## src/rtl/gtsf_pkg.sv

```systemverilog
// ----------------------------------------------------------------------------
// gtsf_pkg
// Shared types, constants and fixed-point helpers for the tone shaping filter.
// ----------------------------------------------------------------------------
package gtsf_pkg;

   // sample and state formats
   localparam int SAMPLE_W    = 16;                     // Q1.15
   localparam int STATE_W     = 32;                     // Q5.27
   localparam int STATE_FRAC  = STATE_W - 5;
   localparam int ALIGN_SHIFT = STATE_FRAC - (SAMPLE_W - 1);
   localparam int GAIN_FRAC   = 24;
   localparam int COEF_FRAC   = 22;

   // shared multiplier geometry
   localparam int OPA_W   = STATE_W + 3;                // widest filter operand
   localparam int OPB_W   = 25;                         // gains and coefficients
   localparam int CHUNK_W = 12;                         // low slice of operand b
   localparam int MB_W    = OPB_W - CHUNK_W;            // signed slice width
   localparam int PROD_W  = OPA_W + MB_W;
   localparam int ACC_W   = 62;

   // configuration port
   localparam int CSR_IDX_W  = 2;
   localparam int CSR_DATA_W = 24;
   localparam int COEF_W     = 24;
   localparam int RSQ_W      = 23;

   localparam logic [CSR_IDX_W-1:0] CSR_RESONANCE_COEF = 2'd0;
   localparam logic [CSR_IDX_W-1:0] CSR_RADIUS_SQUARED = 2'd1;

   localparam logic [COEF_W-1:0] COEF_RESET = 24'd7481087;
   localparam logic [RSQ_W-1:0]  RSQ_RESET  = 23'd4081824;

   // unsigned Q0.24 gains, carried as signed multiplier operands
   localparam logic signed [OPB_W-1:0] G_HP_POLE  = 25'sd16693330;  // 0.995
   localparam logic signed [OPB_W-1:0] G_PRESENCE = 25'sd2684355;   // 0.16
   localparam logic signed [OPB_W-1:0] G_BODY_LP  = 25'sd587203;    // 0.035
   localparam logic signed [OPB_W-1:0] G_MIX_HP   = 25'sd12079596;  // 0.72
   localparam logic signed [OPB_W-1:0] G_MIX_PRES = 25'sd10401874;  // 0.62
   localparam logic signed [OPB_W-1:0] G_MIX_RES  = 25'sd46976;     // 0.0028
   localparam logic signed [OPB_W-1:0] G_OUTPUT   = 25'sd13086228;  // 0.78

   typedef enum logic [3:0] {
      OP_HP,
      OP_PRES,
      OP_BODY,
      OP_RES_FB,
      OP_RES_RSQ,
      OP_MIX_HP,
      OP_MIX_BODY,
      OP_MIX_PRES,
      OP_MIX_RES,
      OP_OUT
   } op_type;

   typedef enum logic [2:0] {
      ST_IDLE,
      ST_LOAD,
      ST_MUL_LO,
      ST_MUL_HI,
      ST_WB
   } state_type;

   typedef struct packed {
      logic   idle;
      logic   load;
      logic   mul_lo;
      logic   mul_hi;
      logic   acc_clear;
      logic   wb;
      op_type op;
   } ctrl_type;

   // add half, then arithmetic shift (ties toward plus infinity)
   function automatic logic signed [ACC_W-1:0] round_shift(
      input logic signed [ACC_W-1:0] v,
      input int unsigned             n
   );
      logic signed [ACC_W-1:0] half;
      half = ACC_W'(1) <<< (n - 1);
      return (v + half) >>> n;
   endfunction

   function automatic logic signed [STATE_W-1:0] sat_state(
      input logic signed [ACC_W-1:0] v
   );
      logic signed [ACC_W-1:0] hi;
      logic signed [ACC_W-1:0] lo;
      hi = {{(ACC_W-STATE_W+1){1'b0}}, {(STATE_W-1){1'b1}}};
      lo = ~hi;
      if (v > hi) begin
         return hi[STATE_W-1:0];
      end else if (v < lo) begin
         return lo[STATE_W-1:0];
      end
      return v[STATE_W-1:0];
   endfunction

   function automatic logic signed [SAMPLE_W-1:0] sat_sample(
      input logic signed [ACC_W-1:0] v
   );
      logic signed [ACC_W-1:0] hi;
      logic signed [ACC_W-1:0] lo;
      hi = {{(ACC_W-SAMPLE_W+1){1'b0}}, {(SAMPLE_W-1){1'b1}}};
      lo = ~hi;
      if (v > hi) begin
         return hi[SAMPLE_W-1:0];
      end else if (v < lo) begin
         return lo[SAMPLE_W-1:0];
      end
      return v[SAMPLE_W-1:0];
   endfunction

endpackage

```

## src/rtl/gtsf_mac.sv

```systemverilog
// ----------------------------------------------------------------------------
// gtsf_mac
// Shared multiply-accumulate unit: operand b is taken in two slices.
// ----------------------------------------------------------------------------
module gtsf_mac (
   input  logic                                   clock,
   input  gtsf_pkg::ctrl_type                     ctrl,
   input  logic signed [gtsf_pkg::OPA_W-1:0]      opa,
   input  logic signed [gtsf_pkg::OPB_W-1:0]      opb,
   output logic signed [gtsf_pkg::ACC_W-1:0]      acc
);

   logic signed [gtsf_pkg::OPA_W-1:0]  opa_ff;
   logic signed [gtsf_pkg::OPB_W-1:0]  opb_ff;
   logic signed [gtsf_pkg::ACC_W-1:0]  acc_ff;
   logic signed [gtsf_pkg::ACC_W-1:0]  acc_in;
   logic signed [gtsf_pkg::MB_W-1:0]   slice;
   logic signed [gtsf_pkg::PROD_W-1:0] prod;
   logic signed [gtsf_pkg::ACC_W-1:0]  addend;
   logic signed [gtsf_pkg::ACC_W-1:0]  base;

   // low slice unsigned, high slice carries the sign
   always_comb begin
      if (ctrl.mul_hi) begin
         slice = opb_ff[gtsf_pkg::OPB_W-1:gtsf_pkg::CHUNK_W];
      end else begin
         slice = {1'b0, opb_ff[gtsf_pkg::CHUNK_W-1:0]};
      end
   end

   assign prod = opa_ff * slice;

   always_comb begin
      addend = gtsf_pkg::ACC_W'(prod);
      if (ctrl.mul_hi) begin
         addend = addend <<< gtsf_pkg::CHUNK_W;
      end
      base   = ctrl.acc_clear ? '0 : acc_ff;
      acc_in = base + addend;
   end

   always_ff @(posedge clock) begin
      if (ctrl.load) begin
         opa_ff <= opa;
         opb_ff <= opb;
      end
      if (ctrl.mul_lo || ctrl.mul_hi) begin
         acc_ff <= acc_in;
      end
   end

   assign acc = acc_ff;

endmodule

```

## src/rtl/gtsf_seq.sv

```systemverilog
// ----------------------------------------------------------------------------
// gtsf_seq
// Sequencer that walks the ten products of one sample through the MAC.
// ----------------------------------------------------------------------------
module gtsf_seq (
   input  logic               clock,
   input  logic               reset,
   input  logic               start,
   input  logic               out_free,
   output gtsf_pkg::ctrl_type ctrl
);

   gtsf_pkg::state_type st_ff;
   gtsf_pkg::state_type st_in;
   gtsf_pkg::op_type    op_ff;
   gtsf_pkg::op_type    op_in;
   gtsf_pkg::op_type    op_next;
   logic                needs_wb;
   logic                chained;

   assign op_next = gtsf_pkg::op_type'(op_ff + 4'd1);

   // mix terms sum into one accumulation
   assign needs_wb = !(op_ff == gtsf_pkg::OP_MIX_HP || op_ff == gtsf_pkg::OP_MIX_BODY ||
                       op_ff == gtsf_pkg::OP_MIX_PRES);
   assign chained  = (op_ff == gtsf_pkg::OP_MIX_BODY || op_ff == gtsf_pkg::OP_MIX_PRES ||
                      op_ff == gtsf_pkg::OP_MIX_RES);

   always_ff @(posedge clock) begin
      if (reset) begin
         st_ff <= gtsf_pkg::ST_IDLE;
         op_ff <= gtsf_pkg::OP_HP;
      end else begin
         st_ff <= st_in;
         op_ff <= op_in;
      end
   end

   always_comb begin
      st_in = st_ff;
      op_in = op_ff;
      case (st_ff)
         gtsf_pkg::ST_IDLE: begin
            if (start) begin
               st_in = gtsf_pkg::ST_LOAD;
               op_in = gtsf_pkg::OP_HP;
            end
         end
         gtsf_pkg::ST_LOAD: begin
            st_in = gtsf_pkg::ST_MUL_LO;
         end
         gtsf_pkg::ST_MUL_LO: begin
            st_in = gtsf_pkg::ST_MUL_HI;
         end
         gtsf_pkg::ST_MUL_HI: begin
            if (needs_wb) begin
               st_in = gtsf_pkg::ST_WB;
            end else begin
               st_in = gtsf_pkg::ST_LOAD;
               op_in = op_next;
            end
         end
         gtsf_pkg::ST_WB: begin
            if (op_ff == gtsf_pkg::OP_OUT) begin
               if (out_free) begin
                  st_in = gtsf_pkg::ST_IDLE;
               end
            end else begin
               st_in = gtsf_pkg::ST_LOAD;
               op_in = op_next;
            end
         end
         default: begin
            st_in = gtsf_pkg::ST_IDLE;
         end
      endcase
   end

   always_comb begin
      ctrl    = '0;
      ctrl.op = op_ff;
      case (st_ff)
         gtsf_pkg::ST_IDLE: begin
            ctrl.idle = 1'b1;
         end
         gtsf_pkg::ST_LOAD: begin
            ctrl.load = 1'b1;
         end
         gtsf_pkg::ST_MUL_LO: begin
            ctrl.mul_lo    = 1'b1;
            ctrl.acc_clear = !chained;
         end
         gtsf_pkg::ST_MUL_HI: begin
            ctrl.mul_hi = 1'b1;
         end
         gtsf_pkg::ST_WB: begin
            // final write waits for room in the response register
            ctrl.wb = (op_ff != gtsf_pkg::OP_OUT) || out_free;
         end
         default: begin
            ctrl.idle = 1'b0;
         end
      endcase
   end

   a_lo_then_hi: assert property (@(posedge clock) disable iff (reset)
      st_ff == gtsf_pkg::ST_MUL_LO |=> st_ff == gtsf_pkg::ST_MUL_HI)
      else $error("low slice not followed by high slice");

   a_out_hold: assert property (@(posedge clock) disable iff (reset)
      (st_ff == gtsf_pkg::ST_WB && op_ff == gtsf_pkg::OP_OUT && !out_free)
      |=> (st_ff == gtsf_pkg::ST_WB && op_ff == gtsf_pkg::OP_OUT))
      else $error("final writeback left while response register full");

endmodule

```

## src/rtl/guitar_tone_shaping_filter.sv

```systemverilog
// ----------------------------------------------------------------------------
// guitar_tone_shaping_filter
// DC blocker, presence and body low-passes and a two-pole pickup resonator,
// mixed, scaled and saturated to one Q1.15 sample per request.
// ----------------------------------------------------------------------------
//  channel  direction  handshake            payload
//  req      in         req_valid/req_ready  req_sample_in   (Q1.15)
//  rsp      out        rsp_valid/rsp_ready  rsp_sample_out  (Q1.15, saturated)
//  csr      in         csr_valid/csr_ready  csr_index, csr_wdata
//
//  - ten products per request through one shared 35x13 multiplier, each an
//    operand load then a low and a high slice step, with a writeback after
//    every product except the first three mix terms, then back to idle
//  - req_ready is high only while the sequencer is idle
//  - the result sits in an output register, so a new request is taken while
//    it waits; the next result stalls in its final writeback until rsp is free
//  - reset clears the filter state and loads the register defaults; no
//    clearing pass, csr is always ready
// ----------------------------------------------------------------------------
module guitar_tone_shaping_filter (
   input  logic                                    clock,
   input  logic                                    reset,
   input  logic                                    req_valid,
   output logic                                    req_ready,
   input  logic signed [gtsf_pkg::SAMPLE_W-1:0]    req_sample_in,
   output logic                                    rsp_valid,
   input  logic                                    rsp_ready,
   output logic signed [gtsf_pkg::SAMPLE_W-1:0]    rsp_sample_out,
   input  logic                                    csr_valid,
   output logic                                    csr_ready,
   input  logic [gtsf_pkg::CSR_IDX_W-1:0]          csr_index,
   input  logic [gtsf_pkg::CSR_DATA_W-1:0]         csr_wdata
);

   gtsf_pkg::ctrl_type ctrl;

   // configuration registers
   logic signed [gtsf_pkg::COEF_W-1:0] coef_ff;
   logic [gtsf_pkg::RSQ_W-1:0]         rsq_ff;

   // filter state, Q5.27
   logic signed [gtsf_pkg::SAMPLE_W-1:0] last_input_ff;
   logic signed [gtsf_pkg::STATE_W-1:0]  hp_ff;
   logic signed [gtsf_pkg::STATE_W-1:0]  pres_ff;
   logic signed [gtsf_pkg::STATE_W-1:0]  body_ff;
   logic signed [gtsf_pkg::STATE_W-1:0]  d1_ff;
   logic signed [gtsf_pkg::STATE_W-1:0]  d2_ff;

   // per-sample temporaries
   logic signed [gtsf_pkg::SAMPLE_W-1:0] sample_ff;
   logic signed [gtsf_pkg::OPA_W-1:0]    fb_ff;
   logic signed [gtsf_pkg::OPA_W-1:0]    pick_ff;
   logic signed [gtsf_pkg::OPA_W-1:0]    shaped_ff;

   // response register
   logic                                 rsp_valid_ff;
   logic signed [gtsf_pkg::SAMPLE_W-1:0] rsp_sample_ff;

   // next values
   logic signed [gtsf_pkg::STATE_W-1:0]  hp_in;
   logic signed [gtsf_pkg::STATE_W-1:0]  pres_in;
   logic signed [gtsf_pkg::STATE_W-1:0]  body_in;
   logic signed [gtsf_pkg::STATE_W-1:0]  res_in;
   logic signed [gtsf_pkg::OPA_W-1:0]    fb_in;
   logic signed [gtsf_pkg::OPA_W-1:0]    pick_in;
   logic signed [gtsf_pkg::OPA_W-1:0]    shaped_in;
   logic signed [gtsf_pkg::SAMPLE_W-1:0] out_in;

   logic signed [gtsf_pkg::OPA_W-1:0]    x_ext;
   logic signed [gtsf_pkg::OPA_W-1:0]    px_ext;
   logic signed [gtsf_pkg::OPA_W-1:0]    presence_ext;
   logic signed [gtsf_pkg::OPA_W-1:0]    opa;
   logic signed [gtsf_pkg::OPB_W-1:0]    opb;
   logic signed [gtsf_pkg::ACC_W-1:0]    acc;
   logic signed [gtsf_pkg::ACC_W-1:0]    acc_g;
   logic signed [gtsf_pkg::ACC_W-1:0]    acc_c;

   logic req_fire;
   logic out_free;
   logic out_write;

   assign req_ready = ctrl.idle;
   assign req_fire  = req_valid && req_ready;
   assign out_free  = !rsp_valid_ff || rsp_ready;
   assign out_write = ctrl.wb && (ctrl.op == gtsf_pkg::OP_OUT);
   assign csr_ready = 1'b1;

   gtsf_seq u_seq (
      .clock    (clock),
      .reset    (reset),
      .start    (req_valid),
      .out_free (out_free),
      .ctrl     (ctrl)
   );

   gtsf_mac u_mac (
      .clock (clock),
      .ctrl  (ctrl),
      .opa   (opa),
      .opb   (opb),
      .acc   (acc)
   );

   // configuration writes, out-of-range indexes dropped
   always_ff @(posedge clock) begin
      if (reset) begin
         coef_ff <= gtsf_pkg::COEF_RESET;
         rsq_ff  <= gtsf_pkg::RSQ_RESET;
      end else if (csr_valid && csr_ready) begin
         case (csr_index)
            gtsf_pkg::CSR_RESONANCE_COEF: coef_ff <= csr_wdata[gtsf_pkg::COEF_W-1:0];
            gtsf_pkg::CSR_RADIUS_SQUARED: rsq_ff  <= csr_wdata[gtsf_pkg::RSQ_W-1:0];
            default: begin
            end
         endcase
      end
   end

   // samples aligned into the state format
   assign x_ext        = gtsf_pkg::OPA_W'(sample_ff) <<< gtsf_pkg::ALIGN_SHIFT;
   assign px_ext       = gtsf_pkg::OPA_W'(last_input_ff) <<< gtsf_pkg::ALIGN_SHIFT;
   assign presence_ext = gtsf_pkg::OPA_W'(hp_ff) - gtsf_pkg::OPA_W'(pres_ff);

   // operand select for the product about to run
   always_comb begin
      case (ctrl.op)
         gtsf_pkg::OP_HP: begin
            opa = gtsf_pkg::OPA_W'(hp_ff) + x_ext - px_ext;
            opb = gtsf_pkg::G_HP_POLE;
         end
         gtsf_pkg::OP_PRES: begin
            opa = presence_ext;
            opb = gtsf_pkg::G_PRESENCE;
         end
         gtsf_pkg::OP_BODY: begin
            opa = x_ext - gtsf_pkg::OPA_W'(body_ff);
            opb = gtsf_pkg::G_BODY_LP;
         end
         gtsf_pkg::OP_RES_FB: begin
            opa = gtsf_pkg::OPA_W'(d1_ff);
            opb = gtsf_pkg::OPB_W'(coef_ff);
         end
         gtsf_pkg::OP_RES_RSQ: begin
            opa = gtsf_pkg::OPA_W'(d2_ff);
            opb = signed'(gtsf_pkg::OPB_W'(rsq_ff));
         end
         gtsf_pkg::OP_MIX_HP: begin
            opa = gtsf_pkg::OPA_W'(hp_ff);
            opb = gtsf_pkg::G_MIX_HP;
         end
         gtsf_pkg::OP_MIX_BODY: begin
            // body term of the mix uses the presence gain
            opa = gtsf_pkg::OPA_W'(body_ff);
            opb = gtsf_pkg::G_PRESENCE;
         end
         gtsf_pkg::OP_MIX_PRES: begin
            opa = presence_ext;
            opb = gtsf_pkg::G_MIX_PRES;
         end
         gtsf_pkg::OP_MIX_RES: begin
            opa = pick_ff;
            opb = gtsf_pkg::G_MIX_RES;
         end
         gtsf_pkg::OP_OUT: begin
            opa = shaped_ff;
            opb = gtsf_pkg::G_OUTPUT;
         end
         default: begin
            opa = '0;
            opb = '0;
         end
      endcase
   end

   // writeback arithmetic, each accumulation rounded on its own
   always_comb begin
      acc_g     = gtsf_pkg::round_shift(acc, gtsf_pkg::GAIN_FRAC);
      acc_c     = gtsf_pkg::round_shift(acc, gtsf_pkg::COEF_FRAC);
      hp_in     = gtsf_pkg::sat_state(acc_g);
      pres_in   = gtsf_pkg::sat_state(gtsf_pkg::ACC_W'(pres_ff) + acc_g);
      body_in   = gtsf_pkg::sat_state(gtsf_pkg::ACC_W'(body_ff) + acc_g);
      fb_in     = gtsf_pkg::OPA_W'(acc_c);
      res_in    = gtsf_pkg::sat_state(gtsf_pkg::ACC_W'(hp_ff) + gtsf_pkg::ACC_W'(fb_ff)
                                      - acc_c);
      // pickup resonance: new resonator output minus the value two samples back
      pick_in   = gtsf_pkg::OPA_W'(res_in) - gtsf_pkg::OPA_W'(d2_ff);
      shaped_in = gtsf_pkg::OPA_W'(acc_g);
      out_in    = gtsf_pkg::sat_sample(gtsf_pkg::round_shift(acc_g, gtsf_pkg::ALIGN_SHIFT));
   end

   // filter state
   always_ff @(posedge clock) begin
      if (reset) begin
         last_input_ff <= '0;
         hp_ff         <= '0;
         pres_ff       <= '0;
         body_ff       <= '0;
         d1_ff         <= '0;
         d2_ff         <= '0;
      end else if (ctrl.wb) begin
         case (ctrl.op)
            gtsf_pkg::OP_HP: begin
               hp_ff         <= hp_in;
               last_input_ff <= sample_ff;
            end
            gtsf_pkg::OP_PRES: begin
               pres_ff <= pres_in;
            end
            gtsf_pkg::OP_BODY: begin
               body_ff <= body_in;
            end
            gtsf_pkg::OP_RES_RSQ: begin
               d1_ff <= res_in;
               d2_ff <= d1_ff;
            end
            default: begin
            end
         endcase
      end
   end

   // per-sample temporaries
   always_ff @(posedge clock) begin
      if (req_fire) begin
         sample_ff <= req_sample_in;
      end
      if (ctrl.wb && ctrl.op == gtsf_pkg::OP_RES_FB) begin
         fb_ff <= fb_in;
      end
      if (ctrl.wb && ctrl.op == gtsf_pkg::OP_RES_RSQ) begin
         pick_ff <= pick_in;
      end
      if (ctrl.wb && ctrl.op == gtsf_pkg::OP_MIX_RES) begin
         shaped_ff <= shaped_in;
      end
      if (out_write) begin
         rsp_sample_ff <= out_in;
      end
   end

   // response register
   always_ff @(posedge clock) begin
      if (reset) begin
         rsp_valid_ff <= 1'b0;
      end else if (out_write) begin
         rsp_valid_ff <= 1'b1;
      end else if (rsp_ready) begin
         rsp_valid_ff <= 1'b0;
      end
   end

   assign rsp_valid      = rsp_valid_ff;
   assign rsp_sample_out = rsp_sample_ff;

   a_busy_after_req: assert property (@(posedge clock) disable iff (reset)
      req_fire |=> !req_ready)
      else $error("request taken while a sample is in flight");

   a_result_posted: assert property (@(posedge clock) disable iff (reset)
      out_write |=> rsp_valid_ff)
      else $error("final writeback did not post a response");

endmodule

```

## config.mk

```make
export PLATFORM = sky130hd
export DESIGN_NAME = guitar_tone_shaping_filter
export DESIGN_NICKNAME = d
export VERILOG_FILES = /design/src/rtl/gtsf_pkg.sv /design/src/rtl/gtsf_mac.sv /design/src/rtl/gtsf_seq.sv /design/src/rtl/guitar_tone_shaping_filter.sv
export SDC_FILE = /design/constraint.sdc
export NUM_CORES = 2
export LEC_CHECK = 0
export ABC_AREA = 1
export BUFFER_PORTS_ARGS = -buffer_cell sky130_fd_sc_hd__buf_2
export CELL_PAD_IN_SITES_DETAIL_PLACEMENT = 0
export CELL_PAD_IN_SITES_GLOBAL_PLACEMENT = 1
export CORE_UTILIZATION = 49
export DETAILED_ROUTE_END_ITERATION = 8
export PLACE_DENSITY_LB_ADDON = 0.12
export RECOVER_POWER = 25
export SYNTH_ARGS = -nofsm -noshare
export SYNTH_HDL_FRONTEND = slang
export SYNTH_SLANG_ARGS = --single-unit
```

## constraint.sdc

```tcl
create_clock -name clock -period 11.08 [get_ports clock]
set_input_delay 0.554 -clock clock [delete_from_list [all_inputs] [get_ports clock]]
set_output_delay 0.554 -clock clock [all_outputs]
set_load 0.02 [all_outputs]
```

# == Word-level counts from Yosys, hierarchy flattened ==
# Index checks and enable logic that the tools add are counted.
# classes
add_sub_neg,14
reduce_logical,29
magnitude_cmp,10
muxes,47
mul,1
eq_ne,19
# op_table
cell,n
two-way mux 32 bit,12
case mux 35 bit (9 select lines),1
case mux 25 bit (9 select lines),1
adder 32 x 38 -> 39 bit,2
"greater-than comparator 39 x 32 -> 1 bit, second input constant",2
"< comparator 39 x 32 -> 1 bit, second input constant",2
subtractor 32 x 32 -> 33 bit,2
"adder 62 x 23 -> 62 bit, second input constant",1
"adder 62 x 25 -> 62 bit, second input constant",1
adder 62 x 60 -> 62 bit,1
two-way mux 62 bit,1
two-way mux 59 bit,1
multiplier 35 x 13 -> 48 bit,1
two-way mux 16 bit,3
"greater-than comparator 41 x 32 -> 1 bit, second input constant",1
"< comparator 41 x 32 -> 1 bit, second input constant",1
subtractor 36 x 40 -> 41 bit,1
"adder 38 x 13 -> 39 bit, second input constant",1
"greater-than comparator 38 x 32 -> 1 bit, second input constant",1
"< comparator 38 x 32 -> 1 bit, second input constant",1
adder 32 x 35 -> 36 bit,1
subtractor 33 x 28 -> 34 bit,1
adder 32 x 28 -> 33 bit,1
subtractor 28 x 32 -> 33 bit,1
32 further kinds,79
# word_totals
word_cells,139
ff_bits,490
out_inout_bits,19
in_bits,47

# == Logic depth before layout (Yosys ltp) ==
# logic_depth
ltp_word,7
ltp_mapped,48
ltp_nobuf,46

# == By module ==
# Synthesis repeated with hierarchy kept, for this count alone.
# unflattened
hier_cells,8269
area_unflattened_um2,58461.1
# modules_own_cells
module,area_each_um2,cells_each,seq_area_each_um2,instances
guitar_tone_shaping_filter,32733.9,4879,8538.2,1
gtsf_mac,25233.0,3313,3663.5,1
gtsf_seq,494.2,77,140.1,1

# == Worst setup path before layout ==
# Ideal clock, no wire load.
# synth_path
path_type,flip-flop to flip-flop
start,register u_seq.st_ff[2]
end,register u_mac.acc_ff (netlist bit u_mac.acc[58]) (data pin)
required_time_ns,10.828
path_buffers,2
setup_time_ns,0.252
path_stages_with_launch,42
path_slack_ns,2.357
arrival_time_ns,8.470
cell_sequence,dfxtp_1 -> inv_1 -> nand2_1 -> nor2_1 -> inv_1 -> clkbuf_1 -> o21ai_1 -> clkbuf_1 -> nor2_1 -> fa_1 -> inv_1 -> fa_1 -> inv_1 -> fa_1 -> fa_1 -> fa_1 -> inv_1 -> fa_1 -> [6 not listed] -> o21ai_0 -> a21oi_1 -> xor2_1 -> mux2i_1 -> ha_1 -> nand2_1 -> nor2_1 -> inv_1 -> nor2_1 -> inv_1 -> nor4_1 -> a21oi_1 -> o21bai_1 -> a21oi_1 -> o21ai_0 -> nand4_1 -> nand3_1 -> nand2_1
# synth_via
elab_chain_len,6
word_cells_on_any_way,9
classes_between,add/sub (1); mul (1); eq/ne (2); mux (5)
# synth_lines
item,line,source
"start, declared",gtsf_seq.sv:13,gtsf_pkg::state_type st_ff;
"start signal, assigned",gtsf_seq.sv:31,st_ff <= gtsf_pkg::ST_IDLE;
"start signal, assigned",gtsf_seq.sv:34,st_ff <= st_in;
equality test 3 x 2 -> 1 bit,gtsf_seq.sv:82,case (st_ff)
two-way mux 1 bit,gtsf_seq.sv:82,
two-way mux 13 bit,gtsf_mac.sv:24,if (ctrl.mul_hi) begin
multiplier 35 x 13 -> 48 bit,gtsf_mac.sv:31,assign prod = opa_ff * slice;
two-way mux 59 bit,gtsf_mac.sv:35,if (ctrl.mul_hi) begin
adder 62 x 60 -> 62 bit *,gtsf_mac.sv:39,acc_in = base + addend;
named net u_mac.acc_in (one bit),gtsf_mac.sv:16,logic signed [gtsf_pkg::ACC_W-1:0] acc_in;
"end signal, assigned",gtsf_mac.sv:48,acc_ff <= acc_in;
"end, declared",gtsf_mac.sv:15,logic signed [gtsf_pkg::ACC_W-1:0] acc_ff;
# Mark *: on every way through the listed nets, which the timed path passes. The rest lies on a longest branch.
# A chain may end at the register's enable or synchronous reset.

# == Worst setup path in the final report ==
# layout_path
start,register u_seq.st_ff[2]
end,register u_mac.acc_ff (netlist bit u_mac.acc[56]) (data pin)
# Same word-level chain as after synthesis.

==> impl_summary.md <==
Run status
The run finished, with violations left. The checks that failed: capacitance limit, slew limit.

Setup path
The type of the setup path with the least slack is register to register. The largest fanout on the critical path is 18. The most used cell along the critical path is sky130_fd_sc_hd__nand3_1. The launching element type of the critical path is a register.

The endpoint class of the critical path is a register. The slowest stage of the critical path belongs to the cell sky130_fd_sc_hd__ha_1. Together, buffers and inverters on the worst path number 8.

The dominant delay contributor by cell family on the critical path is adder cells. The data arrival time at the worst-slack endpoint is 10.70 ns. The critical path required time is 11.50 ns. The largest single stage delay on the critical path is 0.46 ns.

Clocking
The number of buffers created by CTS is 59. CTS saw 488 sinks. After clock tree synthesis, the clock-pin slew on the worst setup and hold paths is 0.06 ns. The root buffer cell is sky130_fd_sc_hd__clkbuf_16. The number of hold buffers added after CTS is 0. The depth of the CTS H-tree is 2. TritonCTS built the clock tree.

The clock reaches the later pin of the worst-skew pair after between 0.7 and 0.8 ns. The clock passes through at most 3 buffers.

Synth
The number of nets handed over by synthesis was about 8.7k. The register area share after synthesis is 0.217. By area the synthesized netlist is led by sky130_fd_sc_hd__fa_1 16%, sky130_fd_sc_hd__edfxtp_1 14%, sky130_fd_sc_hd__nand2_1 11%, sky130_fd_sc_hd__ha_1 9.1%, sky130_fd_sc_hd__inv_1 8.2%.

The mapped cell area is around 57000 um^2. The average footprint of a synthesized cell is 7.32 um^2. For this run, the number of Yosys warnings is 0. The distinct cell type count after synthesis is 68. Sorting the synthesized cells by how often they occur yields 1593 x sky130_fd_sc_hd__nand2_1, 1245 x sky130_fd_sc_hd__inv_1, 853 x sky130_fd_sc_hd__nor2_1, 628 x sky130_fd_sc_hd__a21oi_1, 480 x sky130_fd_sc_hd__o21ai_0. For this run, asynchronously set or reset flops after synthesis account for 0. The area share of the largest cell type after synthesis is 0.165. The most used flip-flop cell after synthesis is sky130_fd_sc_hd__edfxtp_1. After technology mapping, the gate count stands at about 7.8k. The library cell with the highest instance count after synthesis is sky130_fd_sc_hd__nand2_1. The number of enable flip-flop cells after synthesis is 257. The largest area contributor in the netlist is sky130_fd_sc_hd__fa_1. In this run, synthesis produced a sequential element count of a little under 500.

Finish
The post-synthesis to final-layout area growth is 7.54%. Once layout is complete, the utilization of the core stands at 0.533. The share of layout cells above drive strength 1 is 0.0539. The net count of the finished layout is ~8.7k.

The final cell count without fillers is 9361.

Floorplanning
66 I/O pins were placed. The core region is between 100000 and 150000 um^2. The area of the die is around 120000 um^2. The floorplan row count is ~120. The die span in x is around 340 um. Measured along the y axis, the die boundary spans between 300 and 400 um. For this configuration, the core starts out at a cell density of 0.496.

Place
After detailed placement, the design holds a cell count of about 9k. The quantity of I/O buffers inserted on ports is between 60 and 70. At the end of routability-driven placement, the weighted congestion stood at between 1 and 1.5. Once detailed placement completed, the half-perimeter wirelength came to ~200000 um. The placement-stage worst setup slack is between 0.6 and 0.7 ns.

GRT
The met1 capacity usage during global routing is 0.542. In the global route stage, met3 resource usage came out at 0.120. For met2 alone, demand over resource in global routing was 0.592. Across every metal layer, demand over resource in global routing totals 0.400. The first global-routing pass estimated around 350000 um of wire.

The total global routing overflow is 0. The initial antenna violation count is 20. Entering global routing, the biggest net connects 89 pins. The via count of the first global-routing pass is 53.1k. The highest-utilization routing layer at the global route stage is met2.

Route
After detailed routing, the average wire length per cell comes to 25.3 um. The final layout contains routed wiring with a total length of roughly 240000 um. For this run, design rule violations remaining after detail routing come to 0. The via count is roughly 55k.

The number of design-rule violations left by the first detailed-router iteration is roughly 5.8k. The count of nets left with antenna violations once routing finished came out at 0. The number of detailed-route iterations in the first pass is 8. In the routed layout, each cell is associated on average with a via count of just under 6.

Timing
For the final database, setup skew stands at 0.0341 ns. Of the available clock period, the critical path in the final layout requires 0.928. At the pin with the least slew margin, the transition time is approximately 4.3 ns.

Based on the critical path, the design can be clocked at up to a little under 100 MHz. Setup violations remaining at the end of the flow were counted as 0. The number of hold violations in the final report is 0. Setup repair after global routing left no endpoint under its margin. Measured against its own limit, the worst slew margin works out to -1.88. After layout, the minimum clock period comes to 10.28 ns. The number of pins exceeding their max-slew limit in the final report came to 183. For the final routed database, the setup TNS stands at 0 ns. Setup slack closes at 0.800 ns.

Run
The max capacitance violation total is 4.

Min path
The class of the tightest hold or removal check is primary input to register.
## area by class of cell
cell class,instances,area (um^2)
fillers,11500,53600
multi-input cells,5826,39200
flip-flops and latches,488,12300
inverters,1254,4710
well taps,1512,1890
clock buffers,75,1680
repair buffers,166,1040
clock inverters,37,388
diodes,3,7.51
## what timing repair did
item	in CTS	in global routing
setup buffers	0	4
resized for setup	0	3
setup endpoints to repair	0	2
## sequential cells by signal, indices dropped and copies added (netlist names), 23 cells and up
| signal | cells |
|---|---|
| d2_ff | 32 |
| u_mac.acc | 62 |
| shaped_ff | 35 |
| hp_ff | 32 |
| body_ff | 32 |
| d1_ff | 32 |
| pres_ff | 32 |
| u_mac.opb_ff | 25 |
| rsq_ff | 23 |
| u_mac.opa_ff | 35 |
| fb_ff | 35 |
| coef_ff | 24 |
| pick_ff | 33 |
## layout by cell type, fill, tap and decap left out, types with 60 or more instances in the layout
cell type	synthesis	routed
sky130_fd_sc_hd__a21oi_1	628	625
sky130_fd_sc_hd__a221oi_1	65	65
sky130_fd_sc_hd__a31oi_1	60	60
sky130_fd_sc_hd__buf_4	5	96
sky130_fd_sc_hd__clkbuf_16	0	63
sky130_fd_sc_hd__dfxtp_1	231	231
sky130_fd_sc_hd__edfxtp_1	257	257
sky130_fd_sc_hd__fa_1	469	469
sky130_fd_sc_hd__ha_1	413	413
sky130_fd_sc_hd__inv_1	1245	1243
sky130_fd_sc_hd__nand2_1	1593	1593
sky130_fd_sc_hd__nand3_1	312	313
sky130_fd_sc_hd__nand4_1	80	80
sky130_fd_sc_hd__nor2_1	853	841
sky130_fd_sc_hd__nor3_1	84	82
sky130_fd_sc_hd__o21ai_0	480	478
sky130_fd_sc_hd__xnor2_1	80	80
sky130_fd_sc_hd__xor2_1	199	199
## per-layer routing
| layer | vias up | wire [um] |
|---|---|---|
| li1 | 25400 | - |
| met1 | 26600 | 98200 |
| met2 | 2761 | 98800 |
| met3 | 502 | 27800 |
| met4 | 24 | 11900 |
| met5 | - | 170 |
## worst paths after layout
kind	start	endpoint	slack, ns	cells after the start
setup / recovery	u_seq.st_ff[2]	u_mac.acc[56]	0.80	43
hold reg to reg	rsq_ff[9]	rsq_ff[9]	0.45	2
hold / removal	req_sample_in[14]	sample_ff[14]	0.05	1
setup reg to reg	u_seq.st_ff[2]	u_mac.acc[56]	0.80	43
## through the flow
step	area (um^2)	hold slack (ns)
6_report	61200	0.0547
5_1_grt	61200	0.0422
4_1_cts	61200	0.0213
3_5_place_dp	59200	0.442
3_3_place_gp	59200	0.436
2_1_floorplan	56900	0.425
## logic make-up (layout without fill, tap and decap cells)
family | after synthesis | after routing | share of synthesized area
simple gates | 3147 | 3147 | 0.234
other cells | 1 | 4 | 0.0000659
mux | 4 | 4 | 0.000703
buf+inv | 1466 | 1532 | 0.0979
compound gates | 1513 | 1513 | 0.152
xor+xnor | 279 | 279 | 0.0429
fa+ha+maj | 882 | 882 | 0.256
flops | 488 | 488 | 0.217
## worst reg2reg max path: cells and delay by family, from the launching register on
kind                     cells  cell delay [ns]
adder cells (fa/ha/maj)      9             3.15
AND/OR/NAND/NOR             16             2.73
AO/OA/AOI/OAI                9             2.36
buffers and inverters        8             1.30
flip-flops                   1             0.38
XOR/XNOR                     1             0.10
Power is left out: the tool's default activity adds up to more than one toggle a clock period on the data nets, which glitch-free logic cannot reach.
